$ cat src/rtl/wht_pkg.sv
`default_nettype none
// ----------------------------------------------------------------------------
// Walsh-Hadamard transform package
// Shared types and constants for the controller and the datapath.
// ----------------------------------------------------------------------------
package wht_pkg;

   // Index fields in the command struct are sized for the largest supported
   // transform and are narrowed by each module to its own index width.
   localparam int IDX_MAX_W = 10;

   localparam logic [2:0] LOG_SIZE_RESET = 3'd6;

   typedef enum logic [1:0] {
      S_LOAD,
      S_FLUSH,
      S_BFLY,
      S_UNLOAD
   } state_type;

   typedef struct packed {
      logic                 load_we;
      logic [IDX_MAX_W-1:0] load_idx;
      logic                 bf_issue;
      logic [IDX_MAX_W-1:0] bf_a_idx;
      logic [IDX_MAX_W-1:0] bf_b_idx;
      logic                 ul_issue;
      logic [IDX_MAX_W-1:0] ul_idx;
      logic                 ul_last;
   } dp_cmd_type;

   typedef struct packed {
      logic pipe_empty;
      logic advance;
   } dp_status_type;

endpackage
`default_nettype wire

$ cat src/rtl/wht_if.sv
`default_nettype none
// ----------------------------------------------------------------------------
// Walsh-Hadamard transform channel interfaces
// Sample request channel and coefficient response channel, valid/ready.
// ----------------------------------------------------------------------------
interface wht_req_if #(
   parameter int SAMPLE_WIDTH = 16
);
   logic                           valid;
   logic                           ready;
   logic signed [SAMPLE_WIDTH-1:0] sample;

   modport source (output valid, output sample, input ready);
   modport sink   (input valid, input sample, output ready);
endinterface

interface wht_rsp_if #(
   parameter int COEFF_WIDTH = 22,
   parameter int INDEX_WIDTH = 6
);
   logic                          valid;
   logic                          ready;
   logic signed [COEFF_WIDTH-1:0] coefficient;
   logic        [INDEX_WIDTH-1:0] coeff_index;
   logic                          last_coeff;

   modport source (output valid, output coefficient, output coeff_index,
                   output last_coeff, input ready);
   modport sink   (input valid, input coefficient, input coeff_index,
                   input last_coeff, output ready);
endinterface
`default_nettype wire

$ cat src/rtl/walsh_hadamard_transform.sv
`default_nettype none
// After the last sample of a frame the controller waits for the pipeline to
// drain, runs the butterfly stages, then unloads one coefficient per cycle
// while the receiver is ready. A new frame is taken only after the last
// coefficient of the previous one has been issued. The butterfly stages use
// the single butterfly unit doing one pair per cycle on the banked memories.
// Reset clears the control state and sets the length to 64 points.
// ----------------------------------------------------------------------------
// Walsh-Hadamard transform top level
// Natural-order fast Walsh-Hadamard transform of 1 to 2^MAX_LOG_SIZE points.
// ----------------------------------------------------------------------------
module walsh_hadamard_transform #(
   parameter int MAX_LOG_SIZE = 6,
   parameter int SAMPLE_WIDTH = 16
) (
   input  wire        clock,
   input  wire        reset,
   input  wire        csr_wr_en,
   input  wire  [2:0] csr_wr_data,
   wht_req_if.sink    req,
   wht_rsp_if.source  rsp
);

   wht_pkg::dp_cmd_type    cmd;
   wht_pkg::dp_status_type status;

   wht_ctrl #(
      .MAX_LOG_SIZE (MAX_LOG_SIZE)
   ) u_ctrl (
      .clock       (clock),
      .reset       (reset),
      .csr_wr_en   (csr_wr_en),
      .csr_wr_data (csr_wr_data),
      .in_valid    (req.valid),
      .in_ready    (req.ready),
      .status      (status),
      .cmd         (cmd)
   );

   wht_datapath #(
      .MAX_LOG_SIZE (MAX_LOG_SIZE),
      .SAMPLE_WIDTH (SAMPLE_WIDTH)
   ) u_datapath (
      .clock  (clock),
      .reset  (reset),
      .sample (req.sample),
      .cmd    (cmd),
      .status (status),
      .rsp    (rsp)
   );

endmodule
`default_nettype wire

$ cat src/rtl/wht_ctrl.sv
`default_nettype none
// ----------------------------------------------------------------------------
// Walsh-Hadamard transform controller
// Sequences sample loading, the butterfly stages and coefficient unloading.
// ----------------------------------------------------------------------------
module wht_ctrl #(
   parameter int MAX_LOG_SIZE = 6
) (
   input  wire                     clock,
   input  wire                     reset,
   input  wire                     csr_wr_en,
   input  wire  [2:0]              csr_wr_data,
   input  wire                     in_valid,
   output logic                    in_ready,
   input  wht_pkg::dp_status_type  status,
   output wht_pkg::dp_cmd_type     cmd
);

   localparam int LW    = $clog2(MAX_LOG_SIZE + 1);
   localparam int CNT_W = MAX_LOG_SIZE + 1;

   wht_pkg::state_type state_ff, state_in;
   logic [2:0]              log_ff, log_in;
   logic [CNT_W-1:0]        cnt_ff, cnt_in;
   logic [MAX_LOG_SIZE-1:0] bcnt_ff, bcnt_in;
   logic [LW-1:0]           h_ff, h_in;

   logic [LW-1:0]           eff_log;
   logic [CNT_W-1:0]        n_m1;
   logic [MAX_LOG_SIZE-1:0] half_m1;
   logic                    load_done;
   logic                    bf_stage_done;
   logic                    ul_done;
   logic [MAX_LOG_SIZE-1:0] pair_a;
   logic [MAX_LOG_SIZE-1:0] pair_b;

   function automatic logic [MAX_LOG_SIZE-1:0] pair_low(
      input logic [MAX_LOG_SIZE-1:0] b,
      input logic [LW-1:0]           h
   );
      logic [MAX_LOG_SIZE-1:0] r;
      r = '0;
      for (int p = 0; p < MAX_LOG_SIZE; p++) begin
         if (p < int'(h)) begin
            r[p] = b[p];
         end else if (p > int'(h)) begin
            r[p] = b[p-1];
         end
      end
      return r;
   endfunction

   always_comb begin
      eff_log = (int'(log_ff) > MAX_LOG_SIZE) ? LW'(MAX_LOG_SIZE) : LW'(log_ff);
      n_m1    = (CNT_W'(1) << eff_log) - CNT_W'(1);
      half_m1 = MAX_LOG_SIZE'((CNT_W'(1) << eff_log) >> 1) - MAX_LOG_SIZE'(1);
      load_done     = (cnt_ff == n_m1);
      bf_stage_done = (bcnt_ff == half_m1);
      ul_done       = (cnt_ff == n_m1);
      pair_a = pair_low(bcnt_ff, h_ff);
      pair_b = pair_a | (MAX_LOG_SIZE'(1) << h_ff);
   end

   // Next state.
   always_comb begin
      state_in = state_ff;
      case (state_ff)
         wht_pkg::S_LOAD: begin
            if (in_valid && load_done) begin
               state_in = wht_pkg::S_FLUSH;
            end
         end
         wht_pkg::S_FLUSH: begin
            if (status.pipe_empty) begin
               state_in = (eff_log == '0) ? wht_pkg::S_UNLOAD : wht_pkg::S_BFLY;
            end
         end
         wht_pkg::S_BFLY: begin
            if (bf_stage_done && (h_ff == '0)) begin
               state_in = wht_pkg::S_UNLOAD;
            end
         end
         wht_pkg::S_UNLOAD: begin
            if (status.advance && ul_done) begin
               state_in = wht_pkg::S_LOAD;
            end
         end
         default: begin
            state_in = wht_pkg::S_LOAD;
         end
      endcase
   end

   // Outputs.
   always_comb begin
      in_ready     = 1'b0;
      cmd          = '0;
      cmd.load_idx = wht_pkg::IDX_MAX_W'(cnt_ff[MAX_LOG_SIZE-1:0]);
      cmd.bf_a_idx = wht_pkg::IDX_MAX_W'(pair_a);
      cmd.bf_b_idx = wht_pkg::IDX_MAX_W'(pair_b);
      cmd.ul_idx   = wht_pkg::IDX_MAX_W'(cnt_ff[MAX_LOG_SIZE-1:0]);
      cmd.ul_last  = ul_done;
      case (state_ff)
         wht_pkg::S_LOAD: begin
            in_ready    = 1'b1;
            cmd.load_we = in_valid;
         end
         wht_pkg::S_BFLY: begin
            cmd.bf_issue = 1'b1;
         end
         wht_pkg::S_UNLOAD: begin
            cmd.ul_issue = status.advance;
         end
         default: begin
            in_ready = 1'b0;
         end
      endcase
   end

   // Counters and the length register.
   always_comb begin
      log_in  = log_ff;
      cnt_in  = cnt_ff;
      bcnt_in = bcnt_ff;
      h_in    = h_ff;
      case (state_ff)
         wht_pkg::S_LOAD: begin
            if (in_valid) begin
               cnt_in = load_done ? '0 : cnt_ff + CNT_W'(1);
            end
         end
         wht_pkg::S_FLUSH: begin
            bcnt_in = '0;
            h_in    = eff_log - LW'(1);
            cnt_in  = '0;
         end
         wht_pkg::S_BFLY: begin
            if (bf_stage_done) begin
               bcnt_in = '0;
               h_in    = h_ff - LW'(1);
            end else begin
               bcnt_in = bcnt_ff + MAX_LOG_SIZE'(1);
            end
         end
         wht_pkg::S_UNLOAD: begin
            if (status.advance) begin
               cnt_in = ul_done ? '0 : cnt_ff + CNT_W'(1);
            end
         end
         default: begin
            cnt_in = '0;
         end
      endcase
      if (csr_wr_en) begin
         log_in = csr_wr_data;
         cnt_in = '0;
      end
   end

   always_ff @(posedge clock) begin
      if (reset) begin
         state_ff <= wht_pkg::S_LOAD;
         log_ff   <= wht_pkg::LOG_SIZE_RESET;
         cnt_ff   <= '0;
         bcnt_ff  <= '0;
         h_ff     <= '0;
      end else begin
         state_ff <= state_in;
         log_ff   <= log_in;
         cnt_ff   <= cnt_in;
         bcnt_ff  <= bcnt_in;
         h_ff     <= h_in;
      end
   end

endmodule
`default_nettype wire

$ cat src/rtl/wht_datapath.sv
`default_nettype none
// ----------------------------------------------------------------------------
// Walsh-Hadamard transform datapath
// Two parity-banked work memories, one butterfly unit and the output stage.
// ----------------------------------------------------------------------------
module wht_datapath #(
   parameter int MAX_LOG_SIZE = 6,
   parameter int SAMPLE_WIDTH = 16
) (
   input  wire                            clock,
   input  wire                            reset,
   input  wire  [SAMPLE_WIDTH-1:0]        sample,
   input  wht_pkg::dp_cmd_type            cmd,
   output wht_pkg::dp_status_type         status,
   wht_rsp_if.source                      rsp
);

   localparam int CW    = SAMPLE_WIDTH + MAX_LOG_SIZE;
   localparam int LA    = (MAX_LOG_SIZE > 1) ? MAX_LOG_SIZE - 1 : 1;
   localparam int DEPTH = 1 << (MAX_LOG_SIZE - 1);

   // An index lives in the bank given by its bit parity, so the two members
   // of every butterfly pair always sit in different banks.
   logic [CW-1:0] mem0 [DEPTH];
   logic [CW-1:0] mem1 [DEPTH];

   logic [MAX_LOG_SIZE-1:0] ld_idx, a_idx, b_idx, ul_idx;
   logic                    ld_bank, a_bank, ul_bank;

   logic [1:0]    we;
   logic [LA-1:0] wa [2];
   logic [CW-1:0] wd [2];
   logic [LA-1:0] ra [2];
   logic          rd_en;

   logic [CW-1:0] rq0_ff, rq1_ff;

   logic          bf_wb_ff, bf_wb_in;
   logic          bf_bank_ff;
   logic [LA-1:0] bf_a_loc_ff, bf_b_loc_ff;

   logic signed [CW-1:0] op_a, op_b, sum, diff;

   logic                    rd_valid_ff, rd_valid_in;
   logic                    rd_bank_ff;
   logic [MAX_LOG_SIZE-1:0] rd_idx_ff;
   logic                    rd_last_ff;

   logic                    out_valid_ff, out_valid_in;
   logic [CW-1:0]           out_coeff_ff;
   logic [MAX_LOG_SIZE-1:0] out_idx_ff;
   logic                    out_last_ff;

   logic advance;

   function automatic logic [LA-1:0] loc(input logic [MAX_LOG_SIZE-1:0] idx);
      return LA'(idx >> 1);
   endfunction

   always_comb begin
      ld_idx  = cmd.load_idx[MAX_LOG_SIZE-1:0];
      a_idx   = cmd.bf_a_idx[MAX_LOG_SIZE-1:0];
      b_idx   = cmd.bf_b_idx[MAX_LOG_SIZE-1:0];
      ul_idx  = cmd.ul_idx[MAX_LOG_SIZE-1:0];
      ld_bank = ^ld_idx;
      a_bank  = ^a_idx;
      ul_bank = ^ul_idx;
   end

   always_comb begin
      op_a = bf_bank_ff ? rq1_ff : rq0_ff;
      op_b = bf_bank_ff ? rq0_ff : rq1_ff;
      sum  = op_a + op_b;
      diff = op_a - op_b;
   end

   always_comb begin
      we    = '0;
      wa[0] = loc(ld_idx);
      wa[1] = loc(ld_idx);
      wd[0] = CW'($signed(sample));
      wd[1] = CW'($signed(sample));
      if (cmd.load_we) begin
         we[ld_bank] = 1'b1;
      end
      if (bf_wb_ff) begin
         we              = 2'b11;
         wa[bf_bank_ff]  = bf_a_loc_ff;
         wd[bf_bank_ff]  = sum;
         wa[!bf_bank_ff] = bf_b_loc_ff;
         wd[!bf_bank_ff] = diff;
      end
   end

   always_comb begin
      ra[0] = loc(ul_idx);
      ra[1] = loc(ul_idx);
      if (cmd.bf_issue) begin
         ra[a_bank]  = loc(a_idx);
         ra[!a_bank] = loc(b_idx);
      end
   end

   assign advance = !out_valid_ff || rsp.ready;
   assign rd_en   = cmd.bf_issue || advance;

   always_ff @(posedge clock) begin
      if (we[0]) begin
         mem0[wa[0]] <= wd[0];
      end
      if (rd_en) begin
         rq0_ff <= (we[0] && (wa[0] == ra[0])) ? wd[0] : mem0[ra[0]];
      end
   end

   always_ff @(posedge clock) begin
      if (we[1]) begin
         mem1[wa[1]] <= wd[1];
      end
      if (rd_en) begin
         rq1_ff <= (we[1] && (wa[1] == ra[1])) ? wd[1] : mem1[ra[1]];
      end
   end

   always_comb begin
      bf_wb_in     = cmd.bf_issue;
      rd_valid_in  = advance ? cmd.ul_issue : rd_valid_ff;
      out_valid_in = advance ? rd_valid_ff : out_valid_ff;
   end

   always_ff @(posedge clock) begin
      if (reset) begin
         bf_wb_ff     <= 1'b0;
         rd_valid_ff  <= 1'b0;
         out_valid_ff <= 1'b0;
      end else begin
         bf_wb_ff     <= bf_wb_in;
         rd_valid_ff  <= rd_valid_in;
         out_valid_ff <= out_valid_in;
      end
   end

   always_ff @(posedge clock) begin
      if (cmd.bf_issue) begin
         bf_bank_ff  <= a_bank;
         bf_a_loc_ff <= loc(a_idx);
         bf_b_loc_ff <= loc(b_idx);
      end
      if (advance) begin
         rd_bank_ff   <= ul_bank;
         rd_idx_ff    <= ul_idx;
         rd_last_ff   <= cmd.ul_last;
         out_coeff_ff <= rd_bank_ff ? rq1_ff : rq0_ff;
         out_idx_ff   <= rd_idx_ff;
         out_last_ff  <= rd_last_ff;
      end
   end

   assign rsp.valid       = out_valid_ff;
   assign rsp.coefficient = out_coeff_ff;
   assign rsp.coeff_index = out_idx_ff;
   assign rsp.last_coeff  = out_last_ff;

   assign status.pipe_empty = !rd_valid_ff && !out_valid_ff;
   assign status.advance    = advance;

endmodule
`default_nettype wire
$ cat src/flat_wrapper.sv
// flat-port wrapper written by rule: the top's interface ports become plain ports
module walsh_hadamard_transform_flat 
#(
   parameter int MAX_LOG_SIZE = 6,
   parameter int SAMPLE_WIDTH = 16
)
  (clock, reset, csr_wr_en, csr_wr_data, req_valid, req_sample, req_ready, rsp_valid, rsp_coefficient, rsp_coeff_index, rsp_last_coeff, rsp_ready);
  wht_req_if #(.SAMPLE_WIDTH(SAMPLE_WIDTH)) req_i ();
  wht_rsp_if rsp_i ();
  input  wire clock;
  input  wire reset;
  input  wire csr_wr_en;
  input  wire  [2:0] csr_wr_data;
  input wire logic [$bits(req_i.valid)-1:0] req_valid;
  input wire logic [$bits(req_i.sample)-1:0] req_sample;
  output wire logic [$bits(req_i.ready)-1:0] req_ready;
  output wire logic [$bits(rsp_i.valid)-1:0] rsp_valid;
  output wire logic [$bits(rsp_i.coefficient)-1:0] rsp_coefficient;
  output wire logic [$bits(rsp_i.coeff_index)-1:0] rsp_coeff_index;
  output wire logic [$bits(rsp_i.last_coeff)-1:0] rsp_last_coeff;
  input wire logic [$bits(rsp_i.ready)-1:0] rsp_ready;
  assign req_i.valid = req_valid;
  assign req_i.sample = req_sample;
  assign req_ready = req_i.ready;
  assign rsp_valid = rsp_i.valid;
  assign rsp_coefficient = rsp_i.coefficient;
  assign rsp_coeff_index = rsp_i.coeff_index;
  assign rsp_last_coeff = rsp_i.last_coeff;
  assign rsp_i.ready = rsp_ready;
  walsh_hadamard_transform #(.MAX_LOG_SIZE(MAX_LOG_SIZE), .SAMPLE_WIDTH(SAMPLE_WIDTH)) u_core (.clock(clock), .reset(reset), .csr_wr_en(csr_wr_en), .csr_wr_data(csr_wr_data), .req(req_i), .rsp(rsp_i));
endmodule
$ cat config.mk
export PLATFORM = sky130hd
export DESIGN_NAME = walsh_hadamard_transform_flat
export DESIGN_NICKNAME = d
export VERILOG_FILES = /design/src/rtl/wht_pkg.sv /design/src/rtl/wht_if.sv /design/src/rtl/walsh_hadamard_transform.sv /design/src/rtl/wht_ctrl.sv /design/src/rtl/wht_datapath.sv /design/src/flat_wrapper.sv
export SDC_FILE = /design/constraint.sdc
export NUM_CORES = 2
export LEC_CHECK = 0
export BUFFER_PORTS_ARGS = -buffer_cell sky130_fd_sc_hd__buf_4
export CAP_MARGIN = 20
export CORE_MARGIN = 2
export CORE_UTILIZATION = 25
export DETAILED_ROUTE_END_ITERATION = 16
export GPL_TIMING_DRIVEN = 0
export MAX_ROUTING_LAYER = met4
export PLACE_DENSITY = 0.48
export SETUP_SLACK_MARGIN = 0.1
export SLEW_MARGIN = 10
export SYNTH_ARGS = -nofsm -noshare
export SYNTH_HDL_FRONTEND = slang
export SYNTH_HIERARCHICAL = 1
export SYNTH_SLANG_ARGS = --single-unit
$ cat constraint.sdc
create_clock -name clock -period 7.15 [get_ports clock]
set_input_delay 0.3575 -clock clock [delete_from_list [all_inputs] [get_ports clock]]
set_output_delay 0.3575 -clock clock [all_outputs]
set_load 0.05 [all_outputs]
# --- Word level (Yosys, flattened, before mapping) ---
# Memories as Yosys holds them, arrays and structs flattened. A register that Yosys moved wholly into a read port is not among the register bits.
# Cells that the tools add are included.
word_totals:
  inputBits: 24
  word_cells: 156
  latchBits: 0
  reg_bits: 72
  ramBits: 1408
  mem_bits_ro: 0
  n_memories: 2
  out_inout_bits: 31
memory_table:
  columns: ["memory", "depth", "width", "read_ports", "rd_ports_with_merged_regs", "wr", "line", "source"]
  rows:
  - ["u_core.u_datapath.mem0", 32, 22, 1, 1, 1, "wht_datapath.sv:24", "logic [CW-1:0] mem0 [DEPTH];"]
  - ["u_core.u_datapath.mem1", 32, 22, 1, 1, 1, "wht_datapath.sv:25", "logic [CW-1:0] mem1 [DEPTH];"]
op_classes:
  eq_ne: 12
  shift: 2
  bitwise: 5
  multipliers: 0
  addsub: 8
  div_mod_pow: 0
  n_mux: 62
  n_lt_le_gt_ge: 22
  n_reduce_logical: 26
op_table:
  columns: ["cell", "count"]
  rows:
  - ["2-to-1 mux 22 bit", 5]
  - ["bitwise mux 44 bit", 2]
  - ["demux 22 bit (select 1 bit)", 2]
  - ["2-to-1 mux 44 bit", 1]
  - ["bitwise mux 10 bit", 4]
  - ["adder 22 bit", 1]
  - ["subtractor 22 bit", 1]
  - ["2-to-1 mux 1 bit", 21]
  - ["2-to-1 mux 7 bit", 3]
  - ["one-hot mux 7 bit (3 select lines)", 1]
  - ["demux 5 bit (select 1 bit)", 4]
  - ["2-to-1 mux 10 bit", 2]
  - ["2-to-1 mux 5 bit", 4]
  - ["2-to-1 mux 2 bit", 6]
  - ["inequality test 2 bit (second input constant)", 6]
  - ["one-hot mux 6 bit (2 select lines)", 1]
  - ["XOR reduction 6 bit", 2]
  - ["logical AND 1 bit", 9]
  - [">= comparator 2 bit (second input constant)", 4]
  - ["< comparator 2 x 1 -> 1 bit (second input constant)", 4]
  - ["inverter 1 -> 2 bit", 4]
  - ["one-hot mux 2 bit (4 select lines)", 1]
  - ["adder 7 x 1 -> 7 bit (second input constant)", 1]
  - ["equality test 7 bit", 1]
  - ["34 further kinds", 47]

# --- Logic depth before layout (Yosys ltp) ---
depth:
  word_depth: 12
  ltp_mapped: 21
  ltp_nobuf: 15

# --- Modules after synthesis ---
# The synthesis kept the hierarchy.
by_module_without_submodules:
  columns: ["mod", "cells_per_inst", "instances", "area_per_inst_um2", "seq_area_each_um2"]
  rows:
  - ["wht_datapath", 4236, 1, 62731.4, 45103.3]
  - ["wht_ctrl", 276, 1, 2188.3, 420.4]

# --- Worst setup path after synthesis ---
# OpenSTA, ideal clock, no wires.
synth_path:
  path_kind: "reg2reg"
  start: "reg u_core.u_datapath.rq0_ff[4] (read register of u_core.u_datapath.mem0)"
  end: "mem u_core/u_datapath/mem0[0][21] (netlist name) (data pin)"
  n_path_buf: 1
  period_less_slack_ns: 5.243
  required_ns: 6.597
  stages_incl_launch_ff: 11
  t_arrival_ns: 4.690
  setup_time_ns: 0.553
  slack_ns: 1.907
  path_cell_list: "edfxtp_1 -> ha_1 -> clkbuf_1 -> or3_1 -> a31oi_1 -> o311ai_0 -> a2111oi_1 -> a21oi_1 -> o311ai_1 -> mux2i_1 -> nor4_1"
synth_lines:
  columns: ["item", "line", "source"]
  rows:
  - ["start: declaration", "wht_datapath.sv:36", "logic [CW-1:0] rq0_ff, rq1_ff;"]
  - ["end: declaration", "wht_datapath.sv:24", null]

==> impl_summary.md <==
Logic synthesis
The instance count of the mapped netlist is 4494. During synthesis, Yosys emitted a total of 6 warnings. Summing every instance area after synthesis gives around 65000 µm². The number of nets handed over by synthesis was ~4600.

Averaged over all synthesized cells, the footprint is 14.4 µm².

Clocking
The insertion delay to the later sink of the worst-skew pair is ~0.80 ns. The total of cells resized after clock tree synthesis is 0. The clock sink count is 1524.

The clock tree from TritonCTS is done. The number of hold-repair buffers added at the cts stage is 5. Counting along the longest clock path gives a buffer depth of 3. The post-CTS setup buffer count is 0. In this run, CTS created clock tree buffers numbering 160.

The clock slew seen by the registers of the worst setup and hold paths is about 0.060 ns. CTS built an H-tree with a depth of 4. The clock root buffer is sky130_fd_sc_hd__clkbuf_16.

Setup path
The launch point of the worst reg-to-reg path is u_core/u_ctrl/bcnt_ff[2]. The worst setup path is captured at a register. For the worst setup path, the data required time is 7.68 ns.

The reg-to-reg endpoint is u_core/u_datapath/rq0_ff[1]. The worst setup path is of the register to register kind. The number of cells on the worst reg-to-reg path is 14.

STA classifies the critical path startpoint as a register. The data arrival time at the worst-slack endpoint is 7.31 ns. The worst-case register-to-register setup slack is around 0.38 ns. Along the worst path, the maximum fanout reaches 10.

Min path
The endpoint of the worst hold-timing path is u_core/u_datapath/rq0_ff[6]. The hold-critical path depth is 3. The worst min-delay path class is input pin to register. The source of the worst hold timing path is req_sample[6].

Route
The total length of routed wires is 227 mm. The residual antenna-violating net count after detailed routing is 0. For this run, design rule violations remaining after detail routing come to 0. Dividing the detail-routed wire length by the instance count gives 27.2 µm. The DRC marker count from the first detailed-route iteration is about 5200. In the routed layout, each cell is associated on average with a via count of ~5.

The routed layout has between 40000 and 50000 vias. The number of optimization iterations in the first detailed-route pass is 6.

Timing
The slew at the pin with the worst max-slew slack is 1.23 ns. Setup violations remaining at the end of the flow were counted as 0. In this run the tightest slew margin relative to its limit is 17.2%. The worst-case hold slack is ~0.12 ns. The number of pins exceeding their max-slew limit in the final report came to 0. The maximum clock frequency is between 100 and 150 MHz.

The post-route fraction of the period consumed by the critical path is a little over nine tenths. The final worst slack is 0.377 ns. The clock skew after layout is around 0.025 ns. The total count of hold-check failures in the final report is 0.

Adding up every negative setup slack in the final design gives 0 ns. Setup repair after global routing left no endpoint under its margin. The final critical delay including setup and external delays is roughly 6.8 ns.

Power
VDD sags by at most roughly 0.00022 V. The analysis attributes to cell leakage a power of approximately 26 nW. For this design the ratio of total power to cell area is 299 nW/µm².

Run
The max-cap check violation count is 0.

Floorplanning
The die covers between 200000 and 300000 µm². The area of the core is approximately 260000 µm². The die span in y is just over 500 µm.

Pin placement for this block handled 55 I/O pins. The overall die width is about 510 µm. The initial cell density of the core is between 20% and 30%.

Row generation in the floorplan step produced approximately 190 rows.

Final layout
Of the cells placed in the final design, the portion with a size suffix greater than 1 is 15.5%. The number of nets in the layout is about 5000. The library cell used most frequently in the layout, excluding fill and tap cells, is sky130_fd_sc_hd__edfxtp_1. In the layout the commonest cells are sky130_fd_sc_hd__edfxtp_1, sky130_fd_sc_hd__nand2_1, sky130_fd_sc_hd__nand3_1, sky130_fd_sc_hd__mux2i_1, sky130_fd_sc_hd__clkbuf_16. The post-layout instance count excluding filler cells is approximately 8300. Relative to the synthesized area, the layout overhead comes to 19.3%.

Place
The worst slack after detailed placement is 0.351 ns. The half-perimeter wire length after detailed placement is about 160 mm. Port buffering added 54 buffers. After detailed placement, the design holds a cell count of approximately 8000. The routability-driven placement congestion ratio is 0.851.

Global routing
The initial antenna violation count is 11. The wire length of the first global-routing pass is roughly 320 mm. The total global-route track usage is roughly 17%.

The number of global-route vias before repair is 40200. Entering global routing, the biggest net connects 35 pins. The overflow left after global routing is 0.

Run status
The run finished with clean final reports.
## state kept, by name (all words and copies together) (netlist names), 6 cells and up
signal	count
u_core/u_datapath/rsp.coeff_index	6
u_core/u_datapath/rd_idx_ff	6
u_core/u_datapath/mem1	704
u_core/u_ctrl/bcnt_ff	6
u_core/u_datapath/rq0_ff	22
u_core/u_datapath/mem0	704
u_core/u_datapath/rsp.coefficient	22
u_core/u_ctrl/cnt_ff	7
u_core/u_datapath/rq1_ff	22
## stage by stage
step | total power, mW | area, µm² | util (%)
after floorplan | 13.5 | 64800 | -
after global placement | 15.1 | 69400 | 27.0
after detailed placement | 15.2 | 72100 | 28.0
after CTS | 23.3 | 77100 | 29.9
after global routing | 24.0 | 77300 | 30.0
final | 23.1 | 77300 | 30.0
## worst max path at each step
stage	start	end	slack (ns)	cells past startpoint
after floorplan	u_core/u_datapath/rq0_ff[4]	u_core/u_datapath/mem0[0][21]	1.91	10
after global placement	u_core/u_datapath/bf_bank_ff	u_core/u_datapath/mem0[9][21]	-1.06	9
after detailed placement	u_core/u_ctrl/bcnt_ff[2]	u_core/u_datapath/rq0_ff[1]	0.35	14
after CTS	u_core/u_ctrl/bcnt_ff[2]	u_core/u_datapath/rq0_ff[1]	0.32	14
after global routing	u_core/u_ctrl/bcnt_ff[2]	u_core/u_datapath/rq0_ff[2]	0.19	18
final	u_core/u_ctrl/bcnt_ff[2]	u_core/u_datapath/rq0_ff[1]	0.38	14
## where the power goes
group          internal, mW  total (mW)  switching [mW]
logic                  1.55        4.70            3.15
clock network          4.45        8.02            3.57
registers              10.2        10.4           0.220
## metal layers
| layer | GRT usage [%] | share of wire [%] | vias up |
|---|---|---|---|
| met5 | - | 0 | - |
| met4 | 4.69 | 2.7 | 0 |
| met3 | 2.67 | 7.1 | 292 |
| met2 | 27.9 | 48 | 1789 |
| met1 | 22.5 | 42 | 21600 |
| li1 | - | - | 18000 |
## area by class of cell
type,instances,area (µm²)
fill,25800,180000
sequential,1524,45500
multi-input combinational,2632,18300
clock buffer,195,4240
tap,3384,4230
timing repair buffer,165,2680
buffer,289,1420
clock inverter,102,723
inverter,49,184
antenna,5,12.5
## worst max-delay path, cell delays in order, from the launching register on
cell and delay [ns]:
sky130_fd_sc_hd__dfxtp_1 0.30, sky130_fd_sc_hd__clkbuf_1 0.32, sky130_fd_sc_hd__o21ai_0 0.15, sky130_fd_sc_hd__o21ai_0 0.82, sky130_fd_sc_hd__xnor2_2 0.25, sky130_fd_sc_hd__xnor3_1 0.47
sky130_fd_sc_hd__buf_6 0.16, sky130_fd_sc_hd__a221oi_4 0.81, sky130_fd_sc_hd__nor2_1 0.32, sky130_fd_sc_hd__buf_2 0.36, sky130_fd_sc_hd__buf_2 0.32, sky130_fd_sc_hd__mux4_2 0.36
sky130_fd_sc_hd__a221oi_1 0.97, sky130_fd_sc_hd__o21ai_1 0.46, sky130_fd_sc_hd__mux2_2 0.41
(Power assumes the default switching activity.)
